`src/hw/rtl/b64sc_pkg.sv`:
```
// b64sc_pkg: types, constants and character mapping functions for the
// base64url stream codec. Depends on nothing; used by every rtl file.
package b64sc_pkg;

   // queue between front and back
   localparam int QUEUE_DEPTH = 4;

   // configuration port
   localparam int CSR_IDX_W  = 2;
   localparam int CSR_DATA_W = 1;
   localparam logic [CSR_IDX_W-1:0] CSR_DIRECTION = 2'd0;
   localparam logic [CSR_IDX_W-1:0] CSR_ALPHABET  = 2'd1;

   // direction codes
   localparam logic DIR_ENCODE = 1'b0;
   localparam logic DIR_DECODE = 1'b1;

   // ascii codes
   localparam logic [7:0] CHAR_UPPER_A = 8'h41;
   localparam logic [7:0] CHAR_UPPER_Z = 8'h5a;
   localparam logic [7:0] CHAR_LOWER_A = 8'h61;
   localparam logic [7:0] CHAR_LOWER_Z = 8'h7a;
   localparam logic [7:0] CHAR_ZERO    = 8'h30;
   localparam logic [7:0] CHAR_NINE    = 8'h39;
   localparam logic [7:0] CHAR_DASH    = 8'h2d;
   localparam logic [7:0] CHAR_USCORE  = 8'h5f;

   // input word
   typedef struct packed {
      logic [7:0] in_byte;
      logic       in_last;
   } req_type;

   // result word
   typedef struct packed {
      logic [7:0] out_byte;
      logic       out_last;
      logic       no_byte;
      logic       input_stopped;
   } rsp_type;

   // one group of results queued by the front for the back
   typedef struct packed {
      logic [3:0][7:0] data;
      logic [1:0]      cnt_m1;
      logic            last;
      logic            stop;
      logic            nob;
   } job_type;

   // sextet to character
   function automatic logic [7:0] enc_char(input logic [5:0] s, input logic alt);
      logic [7:0] s8;
      logic [7:0] r;
      s8 = {2'b00, s};
      if (!alt) begin
         if (s8 < 8'd26)      r = CHAR_UPPER_A + s8;
         else if (s8 < 8'd52) r = CHAR_LOWER_A + s8 - 8'd26;
         else if (s8 < 8'd62) r = CHAR_ZERO + s8 - 8'd52;
         else if (s8 == 8'd62) r = CHAR_DASH;
         else                 r = CHAR_USCORE;
      end else begin
         if (s8 < 8'd26)      r = CHAR_LOWER_A + s8;
         else if (s8 < 8'd36) r = CHAR_ZERO + s8 - 8'd26;
         else if (s8 == 8'd36) r = CHAR_DASH;
         else if (s8 == 8'd37) r = CHAR_USCORE;
         else                 r = CHAR_UPPER_A + s8 - 8'd38;
      end
      return r;
   endfunction

   // letters, digits, dash and underscore
   function automatic logic is_url_char(input logic [7:0] c);
      return (c >= CHAR_UPPER_A && c <= CHAR_UPPER_Z) ||
             (c >= CHAR_LOWER_A && c <= CHAR_LOWER_Z) ||
             (c >= CHAR_ZERO && c <= CHAR_NINE) ||
             c == CHAR_DASH || c == CHAR_USCORE;
   endfunction

   // character to sextet, zero for characters outside the alphabet
   function automatic logic [5:0] dec_char(input logic [7:0] c, input logic alt);
      logic [7:0] r;
      r = 8'd0;
      if (!alt) begin
         if (c >= CHAR_UPPER_A && c <= CHAR_UPPER_Z)      r = c - CHAR_UPPER_A;
         else if (c >= CHAR_LOWER_A && c <= CHAR_LOWER_Z) r = c - CHAR_LOWER_A + 8'd26;
         else if (c >= CHAR_ZERO && c <= CHAR_NINE)       r = c - CHAR_ZERO + 8'd52;
         else if (c == CHAR_DASH)                         r = 8'd62;
         else if (c == CHAR_USCORE)                       r = 8'd63;
      end else begin
         if (c >= CHAR_LOWER_A && c <= CHAR_LOWER_Z)      r = c - CHAR_LOWER_A;
         else if (c >= CHAR_ZERO && c <= CHAR_NINE)       r = c - CHAR_ZERO + 8'd26;
         else if (c == CHAR_DASH)                         r = 8'd36;
         else if (c == CHAR_USCORE)                       r = 8'd37;
         else if (c >= CHAR_UPPER_A && c <= CHAR_UPPER_Z) r = c - CHAR_UPPER_A + 8'd38;
      end
      return r[5:0];
   endfunction

endpackage

```
`src/hw/rtl/base64url_stream_codec.sv`:
```
// base64url_stream_codec: top level, unpadded base64url coder over bytes.
// Depends on b64sc_pkg, b64sc_front, b64sc_queue and b64sc_back.
//
// Usage:
//  - req channel carries one byte (raw byte when encoding, character when
//    decoding) with in_last marking the end of the message.
//  - rsp channel carries result words: a character or decoded byte, out_last
//    on the final word of a message, no_byte on an empty end marker and
//    input_stopped once decoding met '=' or a bad character.
//  - csr port writes direction (index 0, clears gathering state) and the
//    alphabet (index 1); write only while the block is idle.
// Timing:
//  - an accepted word is turned into a result group in the same cycle and
//    queued; its first result word is offered once the group is at the head.
//  - the front takes one word per cycle while the queue has room; the back
//    gives one result word per cycle while rsp_stall is low, so a group of n
//    words holds the head until all are taken (four chars per three bytes).
//  - req_stall rises only when the queue of QUEUE_DEPTH groups is full.
// Reset (synchronous) selects encode with the standard alphabet and clears
// all state and the queue. A stall on rsp holds the result word steady while
// the front keeps filling the queue.
module base64url_stream_codec #(
   parameter int QUEUE_DEPTH = b64sc_pkg::QUEUE_DEPTH
) (
   input  logic                              clock,
   input  logic                              reset,
   input  logic                              csr_wr_en,
   input  logic [b64sc_pkg::CSR_IDX_W-1:0]   csr_index,
   input  logic [b64sc_pkg::CSR_DATA_W-1:0]  csr_wr_data,
   input  logic                              req_valid,
   output logic                              req_stall,
   input  b64sc_pkg::req_type                req_data,
   output logic                              rsp_valid,
   input  logic                              rsp_stall,
   output b64sc_pkg::rsp_type                rsp_data
);

   logic               q_full;
   logic               q_not_empty;
   logic               push;
   logic               pop;
   b64sc_pkg::job_type push_job;
   b64sc_pkg::job_type head;

   // front: accept and classify
   b64sc_front u_front (
      .clock       (clock),
      .reset       (reset),
      .csr_wr_en   (csr_wr_en),
      .csr_index   (csr_index),
      .csr_wr_data (csr_wr_data),
      .req_valid   (req_valid),
      .req_stall   (req_stall),
      .req_data    (req_data),
      .q_full      (q_full),
      .push        (push),
      .job         (push_job)
   );

   // group queue
   b64sc_queue #(
      .DEPTH (QUEUE_DEPTH)
   ) u_queue (
      .clock     (clock),
      .reset     (reset),
      .push      (push),
      .push_job  (push_job),
      .pop       (pop),
      .full      (q_full),
      .not_empty (q_not_empty),
      .head      (head)
   );

   // back: result words
   b64sc_back u_back (
      .clock     (clock),
      .reset     (reset),
      .not_empty (q_not_empty),
      .head      (head),
      .pop       (pop),
      .rsp_valid (rsp_valid),
      .rsp_stall (rsp_stall),
      .rsp_data  (rsp_data)
   );

endmodule

```
`src/hw/rtl/b64sc_front.sv`:
```
// b64sc_front: accepts input words, holds configuration and gathering state,
// and turns each word into a result group. Depends on b64sc_pkg.
module b64sc_front (
   input  logic                              clock,
   input  logic                              reset,
   input  logic                              csr_wr_en,
   input  logic [b64sc_pkg::CSR_IDX_W-1:0]   csr_index,
   input  logic [b64sc_pkg::CSR_DATA_W-1:0]  csr_wr_data,
   input  logic                              req_valid,
   output logic                              req_stall,
   input  b64sc_pkg::req_type                req_data,
   input  logic                              q_full,
   output logic                              push,
   output b64sc_pkg::job_type                job
);

   logic        dir_ff, dir_in;
   logic        alt_ff, alt_in;
   logic [23:0] held_bits_ff, held_bits_in;
   logic [1:0]  held_count_ff, held_count_in;
   logic        stop_seen_ff, stop_seen_in;

   logic        accept;
   logic        job_valid;
   logic [7:0]  c;
   logic [1:0]  cnt_base;
   logic [1:0]  cnt_new;
   logic [23:0] hb_enc;
   logic [23:0] hb_dec;
   logic [3:0][5:0] sx;

   assign req_stall = q_full;
   assign accept    = req_valid && !req_stall;
   assign c         = req_data.in_byte;
   assign push      = accept && job_valid;

   // next state and result group
   always_comb begin
      dir_in        = dir_ff;
      alt_in        = alt_ff;
      held_bits_in  = held_bits_ff;
      held_count_in = held_count_ff;
      stop_seen_in  = stop_seen_ff;
      job_valid     = 1'b0;
      job           = '0;
      sx            = '0;
      cnt_base      = (held_count_ff == 2'd3) ? 2'd0 : held_count_ff;
      cnt_new       = cnt_base + 2'd1;
      hb_enc        = {held_bits_ff[15:0], c};
      hb_dec        = {held_bits_ff[17:0], b64sc_pkg::dec_char(c, alt_ff)};

      if (dir_ff == b64sc_pkg::DIR_ENCODE) begin
         // encode: three bytes make four characters
         if (cnt_new == 2'd3) begin
            sx            = {hb_enc[5:0], hb_enc[11:6], hb_enc[17:12], hb_enc[23:18]};
            job.cnt_m1    = 2'd3;
            job_valid     = 1'b1;
            held_bits_in  = '0;
            held_count_in = 2'd0;
         end else begin
            held_bits_in  = hb_enc;
            held_count_in = cnt_new;
            if (req_data.in_last) begin
               job_valid = 1'b1;
               if (cnt_new == 2'd1) begin
                  sx         = {6'd0, 6'd0, {c[1:0], 4'b0000}, c[7:2]};
                  job.cnt_m1 = 2'd1;
               end else begin
                  sx         = {6'd0, {hb_enc[3:0], 2'b00}, hb_enc[9:4], hb_enc[15:10]};
                  job.cnt_m1 = 2'd2;
               end
            end
         end
         for (int i = 0; i < 4; i++) begin
            job.data[i] = b64sc_pkg::enc_char(sx[i], alt_ff);
         end
      end else begin
         // decode: four sextets make three bytes, stop on a bad character
         if (!stop_seen_ff) begin
            if (!b64sc_pkg::is_url_char(c)) begin
               stop_seen_in = 1'b1;
            end else if (held_count_ff == 2'd3) begin
               job.data      = {8'd0, hb_dec[7:0], hb_dec[15:8], hb_dec[23:16]};
               job.cnt_m1    = 2'd2;
               job_valid     = 1'b1;
               held_bits_in  = '0;
               held_count_in = 2'd0;
            end else begin
               held_bits_in  = hb_dec;
               held_count_in = held_count_ff + 2'd1;
            end
         end
         // tail flush or empty end marker
         if (req_data.in_last && !job_valid) begin
            job_valid = 1'b1;
            if (held_count_in == 2'd2) begin
               job.data[0] = held_bits_in[11:4];
               job.cnt_m1  = 2'd0;
            end else if (held_count_in == 2'd3) begin
               job.data[0] = held_bits_in[17:10];
               job.data[1] = held_bits_in[9:2];
               job.cnt_m1  = 2'd1;
            end else begin
               job.nob = 1'b1;
            end
         end
         job.stop = stop_seen_in;
      end
      job.last = req_data.in_last;

      if (!accept) begin
         held_bits_in  = held_bits_ff;
         held_count_in = held_count_ff;
         stop_seen_in  = stop_seen_ff;
      end else if (req_data.in_last) begin
         held_bits_in  = '0;
         held_count_in = 2'd0;
         stop_seen_in  = 1'b0;
      end

      // configuration writes: the user must write only while idle; the block does not enforce it
      if (csr_wr_en) begin
         if (csr_index == b64sc_pkg::CSR_DIRECTION) begin
            dir_in        = csr_wr_data[0];
            held_bits_in  = '0;
            held_count_in = 2'd0;
            stop_seen_in  = 1'b0;
         end else if (csr_index == b64sc_pkg::CSR_ALPHABET) begin
            alt_in = csr_wr_data[0];
         end
      end
   end

   // state registers
   always_ff @(posedge clock) begin
      if (reset) begin
         dir_ff        <= b64sc_pkg::DIR_ENCODE;
         alt_ff        <= 1'b0;
         held_bits_ff  <= '0;
         held_count_ff <= 2'd0;
         stop_seen_ff  <= 1'b0;
      end else begin
         dir_ff        <= dir_in;
         alt_ff        <= alt_in;
         held_bits_ff  <= held_bits_in;
         held_count_ff <= held_count_in;
         stop_seen_ff  <= stop_seen_in;
      end
   end

endmodule

```
`src/hw/rtl/b64sc_queue.sv`:
```
// b64sc_queue: short fifo of result groups between front and back.
// Depends on b64sc_pkg for the group type.
module b64sc_queue #(
   parameter int DEPTH = b64sc_pkg::QUEUE_DEPTH
) (
   input  logic               clock,
   input  logic               reset,
   input  logic               push,
   input  b64sc_pkg::job_type push_job,
   input  logic               pop,
   output logic               full,
   output logic               not_empty,
   output b64sc_pkg::job_type head
);

   localparam int PTR_W = (DEPTH > 1) ? $clog2(DEPTH) : 1;
   localparam int CNT_W = $clog2(DEPTH + 1);

   b64sc_pkg::job_type mem_ff [DEPTH];
   logic [PTR_W-1:0] wr_ptr_ff, wr_ptr_in;
   logic [PTR_W-1:0] rd_ptr_ff, rd_ptr_in;
   logic [CNT_W-1:0] count_ff, count_in;

   assign full      = (count_ff == CNT_W'(DEPTH));
   assign not_empty = (count_ff != '0);
   assign head      = mem_ff[rd_ptr_ff];

   // pointer and fill count
   always_comb begin
      wr_ptr_in = wr_ptr_ff;
      rd_ptr_in = rd_ptr_ff;
      count_in  = count_ff;
      if (push) begin
         wr_ptr_in = (wr_ptr_ff == PTR_W'(DEPTH - 1)) ? '0 : wr_ptr_ff + 1'b1;
      end
      if (pop) begin
         rd_ptr_in = (rd_ptr_ff == PTR_W'(DEPTH - 1)) ? '0 : rd_ptr_ff + 1'b1;
      end
      if (push && !pop) begin
         count_in = count_ff + 1'b1;
      end else if (pop && !push) begin
         count_in = count_ff - 1'b1;
      end
   end

   always_ff @(posedge clock) begin
      if (reset) begin
         wr_ptr_ff <= '0;
         rd_ptr_ff <= '0;
         count_ff  <= '0;
      end else begin
         wr_ptr_ff <= wr_ptr_in;
         rd_ptr_ff <= rd_ptr_in;
         count_ff  <= count_in;
      end
   end

   // storage
   always_ff @(posedge clock) begin
      if (push) begin
         mem_ff[wr_ptr_ff] <= push_job;
      end
   end

   a_count_bounded: assert property (@(posedge clock) disable iff (reset)
      count_ff <= CNT_W'(DEPTH))
      else $error("queue count beyond depth");

   a_push_has_room: assert property (@(posedge clock) disable iff (reset)
      push |-> !full)
      else $error("push into full queue");

   a_pop_has_data: assert property (@(posedge clock) disable iff (reset)
      pop |-> not_empty)
      else $error("pop from empty queue");

   a_push_grows: assert property (@(posedge clock) disable iff (reset)
      (push && !pop) |=> count_ff == CNT_W'($past(count_ff) + 1'b1))
      else $error("queue count did not grow on push");

endmodule

```
`src/hw/rtl/b64sc_back.sv`:
```
// b64sc_back: walks the head group of the queue and hands out one result
// word per cycle while rsp_stall is low. Depends on b64sc_pkg.
module b64sc_back (
   input  logic               clock,
   input  logic               reset,
   input  logic               not_empty,
   input  b64sc_pkg::job_type head,
   output logic               pop,
   output logic               rsp_valid,
   input  logic               rsp_stall,
   output b64sc_pkg::rsp_type rsp_data
);

   logic [1:0] idx_ff, idx_in;
   logic       at_end;
   logic       accept;

   assign rsp_valid = not_empty;
   assign accept    = rsp_valid && !rsp_stall;
   assign at_end    = (idx_ff == head.cnt_m1);
   assign pop       = accept && at_end;

   // result word from the head group
   always_comb begin
      rsp_data.out_byte      = head.data[idx_ff];
      rsp_data.out_last      = head.last && at_end;
      rsp_data.no_byte       = head.nob;
      rsp_data.input_stopped = head.stop;
      idx_in = idx_ff;
      if (accept) begin
         idx_in = at_end ? 2'd0 : idx_ff + 2'd1;
      end
   end

   always_ff @(posedge clock) begin
      if (reset) begin
         idx_ff <= 2'd0;
      end else begin
         idx_ff <= idx_in;
      end
   end

endmodule
```
`config.mk`:
```
export PLATFORM = sky130hd
export DESIGN_NAME = base64url_stream_codec
export DESIGN_NICKNAME = d
export VERILOG_FILES = /design/src/hw/rtl/b64sc_pkg.sv /design/src/hw/rtl/base64url_stream_codec.sv /design/src/hw/rtl/b64sc_front.sv /design/src/hw/rtl/b64sc_queue.sv /design/src/hw/rtl/b64sc_back.sv
export SDC_FILE = /design/constraint.sdc
export NUM_CORES = 1
export LEC_CHECK = 0
export ABC_AREA = 1
export ABC_CLOCK_PERIOD_IN_PS = 5800
export BUFFER_PORTS_ARGS = -buffer_cell sky130_fd_sc_hd__buf_2
export CAP_MARGIN = 40
export CORE_UTILIZATION = 45
export CTS_CLUSTER_SIZE = 14
export DETAILED_ROUTE_END_ITERATION = 12
export PLACE_DENSITY = 0.68
export SYNTH_ARGS = -nofsm -noshare
export SYNTH_HDL_FRONTEND = slang
export SYNTH_SLANG_ARGS = --single-unit
```
`constraint.sdc`:
```
create_clock -name clock -period 5.8 [get_ports clock]
set_input_delay 0.58 -clock clock [delete_from_list [all_inputs] [get_ports clock]]
set_output_delay 0.58 -clock clock [all_outputs]
set_load 0.005 [all_outputs]
```
== Word level (Yosys, flattened, before mapping) ==
Memories as Yosys holds them, arrays and structs flattened. A register that Yosys moved wholly into a read port is not among the register bits.
Index checks and enable logic that the tools add are counted.
W data, S select, Z words.
Cells by class
  magnitude comparators: 23
  add/sub/neg operators: 42
  equality and inequality tests: 24
  mux-type cells: 112
  bitwise operators: 1
  reductions and logical operators: 25
Operator list (count)
  $mux W24: 12
  $mux W8: 34
  $mux W34: 3
  $eq A6 B6 Y1 const B: 12
  $lt A6 B6 Y1 const B: 12
  $mux W6: 11
  $add A7 B6 Y8 const A: 8
  $sub A8 B5 Y8 const B: 8
  $sub A8 B6 Y8 const B: 8
  $mux W18: 3
  $mux W2: 20
  $add A6 B6 Y7 const A: 4
  $mux W7: 4
  $mux W26: 1
  $lt A6 B5 Y1 const B: 4
  $mux W1: 20
  $bmux W8 S2: 1
  $ge A8 B7 Y1 const B: 2
  $le A8 B7 Y1 const B: 2
  $add A6 B5 Y6 const B: 2
  $add A6 B6 Y6 const B: 2
  $eq A2 B2 Y1 const B: 6
  $sub A6 B6 Y6 const B: 2
  $logic_and A1 B1 Y1: 11
  22 further kinds: 35
Word-level totals
  word-level logic and storage cells: 237
  memory bits (writable): 148
  output and inout port bits: 13
  input port bits: 17
  register bits: 38
  memories: 1
Memory list
  u_queue.mem_ff: depth 4, width 37, rd ports 1, clocked after memory_dff 1, wr ports 1, line b64sc_queue.sv:19  | b64sc_pkg::job_type mem_ff [DEPTH];

== Longest topological paths before layout ==
  word-level depth: 18
  depth in mapped cells: 24
  mapped depth without buffers: 23

== By module ==
A second synthesis with hierarchy kept.
Unflattened totals
  cell total of the unflattened synthesis: 1936
  area total of the unflattened synthesis: 14137.3 µm²
Modules (own cells, without submodules)
  b64sc_front: sequential area each 460.4 µm², cells an instance 1444, area each 7764.9 µm², times used 1
  b64sc_queue: sequential area each 4624.4 µm², cells an instance 418, area each 5948.2 µm², times used 1
  b64sc_back: sequential area each 40.0 µm², cells an instance 74, area each 424.2 µm², times used 1

== Worst setup path before layout ==
No wires, ideal clock.
  path kind: input port to flip-flop
  start point: input req_data[4] (netlist bit)
  end point: memory u_queue.mem_ff[0][0] (netlist bit), enable pin
  data required time: 5.369 ns
  path buffers: 1
  data arrival time: 3.584 ns
  library setup time: 0.431 ns
  stages: 13
  slack: 1.784 ns
  path through: buf_2 > inv_1 > ha_1 > nand2_1 > nand2_1 > nand3_1 > nand3_1 > nand2_2 > nand3_4 > nand3_4 > nor2_4 > o21ai_4 > nor2_1
Between the ends
  longest elaborated chain between the ends: 16
  elaborated cells between the ends (all ways): 25
  classes of those cells: 6 x order compare; 2 x eq/ne; 7 x mux; 10 x reduce/logical
RTL lines
  from (decl): line base64url_stream_codec.sv:32  | input b64sc_pkg::req_type req_data,
  $ge A8 B7 Y1, or another cell as far along: line b64sc_pkg.sv:74  | return (c >= CHAR_UPPER_A && c <= CHAR_UPPER_Z) ||
  $logic_and A1 B1 Y1 (on tied branches): line b64sc_pkg.sv:74, b64sc_pkg.sv:75
  $logic_or A1 B1 Y1: line b64sc_pkg.sv:74
  $logic_or A1 B1 Y1: line b64sc_pkg.sv:75  | (c >= CHAR_LOWER_A && c <= CHAR_LOWER_Z) ||
  $logic_or A1 B1 Y1: line b64sc_pkg.sv:76  | (c >= CHAR_ZERO && c <= CHAR_NINE) ||
  $logic_or A1 B1 Y1 *: line b64sc_pkg.sv:77  | c == CHAR_DASH || c == CHAR_USCORE;
  $mux W1 *: line b64sc_front.sv:80  | if (!b64sc_pkg::is_url_char(c)) begin
  $mux W1 *: line b64sc_front.sv:79  | if (!stop_seen_ff) begin
  $mux W1 *: line b64sc_front.sv:52  | if (dir_ff == b64sc_pkg::DIR_ENCODE) begin
  $logic_not A1 Y1: line b64sc_front.sv:94  | if (req_data.in_last && !job_valid) begin
  $logic_and A1 B1 Y1: line b64sc_front.sv:94
  $mux W1 *: line b64sc_front.sv:94
  $mux W1 *: line b64sc_front.sv:52
  $logic_and A1 B1 Y1 *: line b64sc_front.sv:35  | assign push = accept && job_valid;
  $mux W1 *: line b64sc_queue.sv:60  | if (push) begin
  $mux W1 (not written as such) *: line b64sc_queue.sv:61  | mem_ff[wr_ptr_ff] <= push_job;
  to (decl): line b64sc_queue.sv:19
Every way passes the cells marked *; elsewhere a longest branch is shown, timed or not. The select of a mux whose other input is x is not followed.

==> key figures <==
Route
  – Iter 0 DRT Violations: 1614
  – DR vias: 13320
  – Vias per Instance: 5.806
  – WL final: 42730 µm
  – WL/cell: 18.62 µm
  – Antenna viol nets, final: 0
  – 1st-pass router iterations: 8
  – DRC errors left: 0

Layout
  – Multi-input gate area: 7634 µm²
  – Antenna Cells: 0
  – Final instance count without filler cells: approximately 2300
  – Area added between synthesis and finish: 8.366%
  – Register area: 5126 µm²
  – Fillers: 2977
  – Layout cell share with drive strength beyond 1: 0.08136
  – Nets: 2003

CTS
  – Bufs on Longest Clock Path: 2
  – Cts bufs inserted: 17
  – Clk sinks: 182
  – Clock Latency Late Sink: approximately 0.44 ns
  – Post-cts repair resize count: 0
  – CTS tree: built
  – Setup repair bufs after CTS: 0
  – Post-CTS Hold Fix Bufs: 0
  – CTS H-tree lvls: 4
  – Clk slew on worst S/H paths: 0.08 ns
  – Clock Tree Root: clkbuf_16

Floorplan
  – Die area: 31450 µm²
  – # rows: 63
  – Starting density of the core: 0.4618
  – IO Pins: 30
  – Die Wd: approximately 180 µm
  – Chip Height: 177.3 µm
  – CORE AREA: 29950 µm²

GRT
  – GR Overflow Total: 0
  – GRT Util Overall: 0.2752
  – Number of global-route vias before repair: 12370
  – Initial antenna violation count: 0
  – First-pass GRT wire length: 67070 µm
  – Largest net degree at the start of global routing: 47

Power and ir drop
  – PD cells: 321.4 nW/µm²
  – Tot Pwr: 4.818 mW
  – Leakage power: around 6.4 nW
  – Maximum vdd drop: 0.2364 mV

Timing
  – Fin Hold WS: 0.3912 ns
  – Tcrit/Tclk final: 0.6967
  – Worst setup margin: 1.759 ns
  – Pins Over Slew Limit: 0
  – Slew HR: 0.4666
  – Hold violation count in the final report: 0
  – F_max: 247.5 MHz
  – Clock skew: 0.01842 ns
  – Unrepaired setup endpoints after global routing: no
  – Setup TNS: 0 ns
  – Worst slew pin tran: slightly below 0.8 ns
  – Final setup violation count: 0
  – Min Tclk post-route: 4.041 ns

Yosys
  – Yosys cell types: 51
  – Net Count, Synth: roughly 2000
  – Post-synthesis sequential area ratio: 0.3705
  – Mapped Avg Cell Area: between 7 and 8 µm²
  – Post-synth top flop: edfxtp_1
  – Asr flop ratio synth: 0
  – Synthesized area: between 10000 and 15000 µm²
  – Synth Warn #: 0
  – Mapped Cells: around 1900
  – EDFF count, synth: about 150
  – Flop and latch count out of synthesis: 182

Worst setup path
  – CP endpoint kind: flip-flop
  – CP Data Required Time: around 5.9 ns
  – Worst-path fanout max: 12
  – Crit path arrival time: about 4.2 ns
  – Worst path cell trace: inv_1 -> ha_1 -> inv_1 -> nand2_1 -> o21ai_2 -> ha_1 -> inv_1 -> nor3_1 -> inv_1 -> nor2_1 -> o21ai_0 -> nand2_1 -> o21ai_0 -> nand2_1 -> o21ai_0 -> o21ai_0
  – CP max stage cell: o21ai_0
  – Max stage delay on crit path: ~0.65 ns
  – CP Class: reg2reg
  – Worst setup SP type: flip-flop

Flow run
  – Max_cap viols: 0

Run status
  – Run status: complete, no violations

Worst hold path
  – Hold Crit Class: in2reg

Placed design
  – Global placement routability congestion: roughly 0.95
  – Port Buffers: 29
  – DP HPWL: 31000 µm
  – Dpl ws: 1.759 ns
  – DP Cell Count: 2263
## Yosys cell counts (4+ instances only)
library cell | n | area, µm²
o21ai_0 | 175 | 875.8
nor3_1 | 10 | 50.05
buf_4 | 5 | 37.54
dfxtp_1 | 34 | 680.7
o22ai_1 | 26 | 162.7
xnor2_1 | 4 | 35.03
edfxtp_1 | 148 | 4444
o211ai_1 | 25 | 187.7
o31ai_1 | 6 | 45.04
nor2_1 | 180 | 675.7
a31oi_1 | 7 | 43.79
nand3b_1 | 4 | 30.03
xor2_1 | 20 | 175.2
ha_1 | 93 | 1164
nand2_2 | 16 | 100.1
clkbuf_1 | 47 | 176.4
inv_1 | 193 | 724.4
clkinv_1 | 4 | 15.01
buf_2 | 10 | 50.05
o21ai_1 | 18 | 90.09
nand3_1 | 171 | 855.8
o221ai_1 | 23 | 201.4
o21ai_2 | 7 | 61.31
nor2_2 | 4 | 25.02
nand2_1 | 455 | 1708
inv_2 | 19 | 71.32
a21oi_1 | 134 | 670.6
nand4_1 | 10 | 62.56
a211oi_1 | 4 | 30.03
## sequential cells by signal (all words and copies together), names as in the netlist, named ones only
register and cells:
u_queue.count_ff 3, u_front.stop_seen_ff 1, u_queue.wr_ptr_ff 2, u_front.alt_ff 1, u_queue.rd_ptr_ff 2, u_queue.mem_ff 148, u_front.held_bits_ff 18, u_front.held_count_ff 2
u_back.idx_ff 2, u_front.dir_ff 1
## where the power goes
part | switching, mW | internal [mW] | leakage, nW
sequential | 0.0772 | 1.59 | 1.63
combinational | 1.35 | 0.591 | 4.45
clock | 0.584 | 0.621 | 0.296
## cell type report
class / count / share of cell area
Multi-Input combinational cell: 1424 / 0.5092
Clock inverter: 15 / 0.01235
Clock buffer: 17 / 0.02838
Tap cell: 390 / 0.03255
Timing Repair Buffer: 50 / 0.02103
Inverter: 217 / 0.05450
Sequential cell: 182 / 0.3420
## cell families after synthesis
kind of cell               after synthesis  synth area share
xor gates and xnor gates                25           0.01637
and+or+nand+nor                        866            0.2668
adders and majority gates               94           0.08556
AOI/OAI and AO/OA                      439            0.1807
buffers and inverters                  282           0.08005
DFF                                    182            0.3705
## critical path, delay by kind of cell, from the launching register on
kind | cells | cell delay (ns)
flip-flops | 1 | 0.42
adder cells (fa/ha/maj) | 2 | 0.56
AND/OR/NAND/NOR | 5 | 0.91
AO/OA/AOI/OAI | 5 | 1.27
buffers and inverters | 4 | 0.58
## worst paths after layout
check / startpoint / to / slack [ns] / cells past startpoint
setup / recovery: u_front.held_count_ff[0] / u_queue.mem_ff[3][22] / 1.76 / 16
setup reg to reg: u_front.held_count_ff[0] / u_queue.mem_ff[3][22] / 1.76 / 16
hold / removal: reset / u_queue.count_ff[0] / 0.39 / 2
hold reg to reg: u_queue.rd_ptr_ff[1] / flip-flop / 0.47 / 2
## placed cells by master, fill, tap and decap left out, types with 5 or more instances in the layout
cell       netlist  final
nand2_2         16     16
buf_4            5     20
a31oi_1          7      7
nor2_1         180    175
nand4_1         10     10
nand2_1        455    455
nor3_1          10     10
edfxtp_1       148    148
o21ai_1         18     18
ha_1            93     93
o21ai_0        175    175
o22ai_1         26     26
nand3_1        171    171
inv_1          193    192
o21ai_2          7      7
clkbuf_16        0     17
buf_2           10     29
o211ai_1        25     25
xor2_1          20     20
a21oi_1        134    134
dfxtp_1         34     33
nor2_2           4      5
o31ai_1          6      6
o221ai_1        23     23
nor2_4           2      6
inv_2           19     20
## layer usage
metal | GRT usage | share of wire
met3 | 0.03663 | 0.079
met1 | 0.3874 | 0.44
met4 | 0.08120 | 0.024
met5 | 0 | 0
met2 | 0.4391 | 0.45
## through the flow
| stage | utilization | instance area (µm²) |
|---|---|---|
| after floorplan | - | 13830 |
| after global placement | 0.4794 | 14360 |
| after detailed placement | 0.4801 | 14380 |
| after CTS | 0.5005 | 14990 |
| after global routing | 0.5005 | 14990 |
| final | 0.5005 | 14990 |
No activity file was read; power rests on OpenSTA's default activity.
